$ cat src/hdl/assert_macros.svh
// Concurrent assertion helpers, active in simulation only.
`ifndef ASSERT_MACROS_SVH
`define ASSERT_MACROS_SVH

`ifndef SYNTHESIS
`define ASSERT_ALWAYS(label, clk, rst, expr) \
  label: assert property (@(posedge clk) disable iff (rst) (expr)) \
    else $error("assertion failed");
`define ASSERT_IMPLY(label, clk, rst, ante, cons) \
  label: assert property (@(posedge clk) disable iff (rst) (ante) |=> (cons)) \
    else $error("assertion failed");
`else
`define ASSERT_ALWAYS(label, clk, rst, expr)
`define ASSERT_IMPLY(label, clk, rst, ante, cons)
`endif

`endif

$ cat src/hdl/bfsp_ram.sv
module bfsp_ram #(
  parameter int WIDTH = 8,
  parameter int DEPTH = 16
) (
  input  logic                                    clk,
  input  logic                                    we,
  input  logic [(DEPTH > 1 ? $clog2(DEPTH) : 1)-1:0] waddr,
  input  logic [WIDTH-1:0]                        wdata,
  input  logic [(DEPTH > 1 ? $clog2(DEPTH) : 1)-1:0] raddr,
  output logic [WIDTH-1:0]                        rdata
);

  logic [WIDTH-1:0] mem [DEPTH];

  always_ff @(posedge clk) begin
    if (we) begin
      mem[waddr] <= wdata;
    end
    rdata <= mem[raddr];
  end

endmodule

$ cat config.mk
export PLATFORM = sky130hd
export DESIGN_NAME = bfsp_ram
export DESIGN_NICKNAME = d
export VERILOG_FILES = /design/src/hdl/assert_macros.svh /design/src/hdl/bfsp_ram.sv
export SDC_FILE = /design/constraint.sdc
export NUM_CORES = 1
export LEC_CHECK = 0
export BUFFER_PORTS_ARGS = -buffer_cell sky130_fd_sc_hd__clkbuf_2
export CORE_MARGIN = 2
export CORE_UTILIZATION = 60
export DETAILED_ROUTE_END_ITERATION = 8
export PLACE_DENSITY_LB_ADDON = 0.1
export SKIP_CTS_REPAIR_TIMING = 1
export SLEW_MARGIN = 10
export SYNTH_ARGS = -nofsm -noshare
export SYNTH_HDL_FRONTEND = slang
export SYNTH_SLANG_ARGS = --single-unit
export TNS_END_PERCENT = 5
$ cat constraint.sdc
create_clock -name clk -period 2.15 [get_ports clk]
set_input_delay 0.1075 -clock clk [delete_from_list [all_inputs] [get_ports clk]]
set_output_delay 0.1075 -clock clk [all_outputs]
set_load 0.05 [all_outputs]
# Word-level counts from Yosys, hierarchy flattened
# Memories as Yosys holds them, arrays and structs flattened. A register that Yosys moved wholly into a read port is not among the register bits.
# Cells that the tools add are included.
[word_totals] ff_bits=0 mem_bits_rw=128 input_bits=18 out_inout_bits=8 elab_cells=3 n_memories=1
[classes] mux=2
[mem_list] memory="mem" depth=16 width=8 rd=1 rd_clocked_by_memory_dff=1 wr=1 line_no="bfsp_ram.sv:13" source="logic [WIDTH-1:0] mem [DEPTH];"
[op_table] op="two-way mux 1 bit" n=2

# Depth between registers and ports, before layout
[depth] ltp_word=2 depth_mapped=5 ltp_nobuf=3

# Worst setup path after synthesis
# No wires, ideal clock.
[synth_path] kind="input to register" startpoint="input waddr[2] (netlist bit)" endpoint="memory mem[0][0] (enable)" setup_ns=0.383 arrival_time_ns=1.217 required_time_ns=1.767 slack_ns=0.550 stages=2 path_buffers=0 cell_sequence="or3b_2 nor3_1"
[synth_rtl] element="start, declared" line_no="bfsp_ram.sv:7" source="input logic [(DEPTH > 1 ? $clog2(DEPTH) : 1)-1:0] waddr,"
[synth_rtl] element="end, declared" line_no="bfsp_ram.sv:13"
# Straight into the memory's write port.

==> results_dict.tcl <==
set metrics [dict create \
    grt_pass1_vias 2543 \
    fin_total_pwr_mw 6.13 \
    maxSlewHeadroom_pct 44.4 \
    worst_hold_slack_ns 0.0237 \
    die_h_um 96.6 \
    totalNegativeSetupSlack_ns 0 \
    hold_depth 1 \
    overflow 0 \
    critical_path_class "reg2reg" \
    antenna_found_initial 0 \
    fin_nets 299 \
    grt_usage_pct 21.6 \
    dieArea_um2 9340 \
    period_share_pct 64.9 \
    drc 0 \
    chipWidth_um 96.6 \
    routabilityCongestion 0.720 \
    clock-sinks 136 \
    syn_area_um2 5150 \
    drtIter0Drc 189 \
    clkLatencyLatePin_ns 0.50 \
    worst-slew-pin-transition_ns 0.830 \
    setup_viol 0 \
    hp-class "in2reg" \
    coreArea_um2 8260 \
    grt_pass1_wl_mm 14.8 \
    wire_per_inst_um 22.7 \
    drive_gt1_share_pct 31.3 \
    arrival_ns 1.77 \
    max_freq_mhz 717 \
    n_antenna_cell 0 \
    final_antenna_net_count 0 \
    rsz0062_at_grt "false" \
    dr.pass1.iters 5 \
    rows 33 \
    cp-end-kind "flip-flop" \
    syn_to_final_growth_pct 17.9 \
    synth-seq-area-share_pct 77.8 \
    pin_count 26 \
    routed_via_density 6.02 \
    cts-root-buf "clkbuf_8" \
    required_ns 2.52 \
    power.leakage_nw 2.07 \
    report.final.slew_viol_count 0 \
    hold_viol 0 \
    ys_warn_count 0 \
    grt_max_degree 33 \
    synth_area_per_cell_um2 22.5 \
    fin_crit_ns 1.39 \
    ys_ff_latch 136 \
    cts_made_buffers 17 \
    power.density_nw_per_um2 1010 \
    status "complete, no violations" \
    vias 2401 \
    port_buffers 25 \
    ff2ff_path_depth 3 \
    startpoint_type "flip-flop" \
    initial_core_util_pct 62.3 \
    finalWirelength_mm 9.06 \
    cap_violations 0 \
    path_clk_slew_ns 0.06 \
    ir_worst_vdd_uv 788 \
    fin_cells 399 \
    syn_inst 229 \
    dpl_cell_area_um2 5480 \
    htreeDepth 4 \
    placedCellCount 367 \
    syn-num-nets 247 \
    netlist-cell-type-count 19 \
    cts_tree "yes" \
    finClkSkew_ns 0.0191 \
    cp_max_fo 1 \
    cts_max_path_buffers 2 \
    hpwl_mm 5.59 \
    design_area_um2 6070 \
    fill_cells 481 \
]
==> Yosys cell counts (all sizes together) <==
cell type / count / share of area [%]
a22oi: 16 / 2.3
and2: 1 / 0.12
and2b: 1 / 0.15
buf: 7 / 1.1
clkdlybuf4s25: 3 / 0.58
dfxtp: 8 / 3.1
edfxtp: 128 / 75
mux4: 32 / 15
nand2: 9 / 0.66
nand2b: 2 / 0.24
nand3: 1 / 0.097
nand3b: 2 / 0.29
nor2: 13 / 0.95
nor2b: 1 / 0.12
nor3: 4 / 0.39
or3b: 1 / 0.17
==> registers in the layout, summed over array words and instances (netlist names) <==
signal and count:
mem 128, rdata 8
==> metrics by stage <==
stage	util, %	setup WS (ns)
after floorplan	-	0.550
after global placement	66.3	0.595
after detailed placement	66.3	0.559
after CTS	73.5	0.753
after global routing	73.5	0.652
final	73.5	0.756
==> cell usage in the layout (no fill, tap or decap) <==
cell        netlist  routed
a22oi_1          16      16
and2_1            1       1
and2b_1           1       1
buf_12            0       2
buf_4             1      16
bufinv_16         0       3
clkbuf_1          0       1
clkbuf_16         0      16
clkbuf_2          0      25
clkbuf_8          0       1
clkinv_1          0       1
clkinv_4          0       3
clkinvlp_4        0       5
dfxtp_1           8       8
edfxtp_1        128     128
inv_6             0       2
mux4_1           14      14
mux4_2           18      18
nand2_1           9       9
nand2b_1          2       2
nand3_1           1       1
nand3b_1          2       2
nor2_1           13      13
nor2b_1           1       1
nor3_1            4       4
or3b_2            1       1
==> final timing paths <==
path                            start                    to  slack (ns)
setup / recovery  mem[9][4]$_DFFE_PP_      rdata[4]$_DFF_P_        0.76
hold / removal               wdata[4]  mem[13][4]$_DFFE_PP_        0.02
setup reg to reg  mem[9][4]$_DFFE_PP_      rdata[4]$_DFF_P_        0.76
hold reg to reg   mem[0][0]$_DFFE_PP_      rdata[0]$_DFF_P_        0.68
==> layout make-up <==
class	instances	area, µm²	area share (%)
repair buffers	43	285	4.70
flip-flops and latches	136	4000	66.0
multi-input cells	83	1060	17.4
clock buffers	18	418	6.88
clock inverters	14	175	2.89
well taps	105	131	2.16
==> worst max-delay path, stage by stage (launching register included) <==
cell	delay [ns]
edfxtp_1	0.36
mux4_1	0.53
a22oi_1	0.27
nand2_1	0.11
==> kinds of logic after synthesis <==
logic type      synth area share, %
mux                            15.0
buf+inv                        1.68
flops                          77.8
compound gates                 2.33
simple gates                   3.18
==> power breakdown <==
part / internal, mW / switching, mW / total, mW
clock network: 1.77 / 1.05 / 2.83
logic: 0.117 / 0.207 / 0.324
registers: 2.96 / 0.0168 / 2.98
total: 4.85 / 1.28 / 6.13
==> per-layer routing <==
metal	wire (µm)	vias up	GRT usage [%]
li1	-	1079	-
met2	4670	94	34.1
met4	33	0	6.83
met5	0	-	0
met3	563	2	4.62
met1	3790	1226	31.0
(Power assumes the default switching activity.)
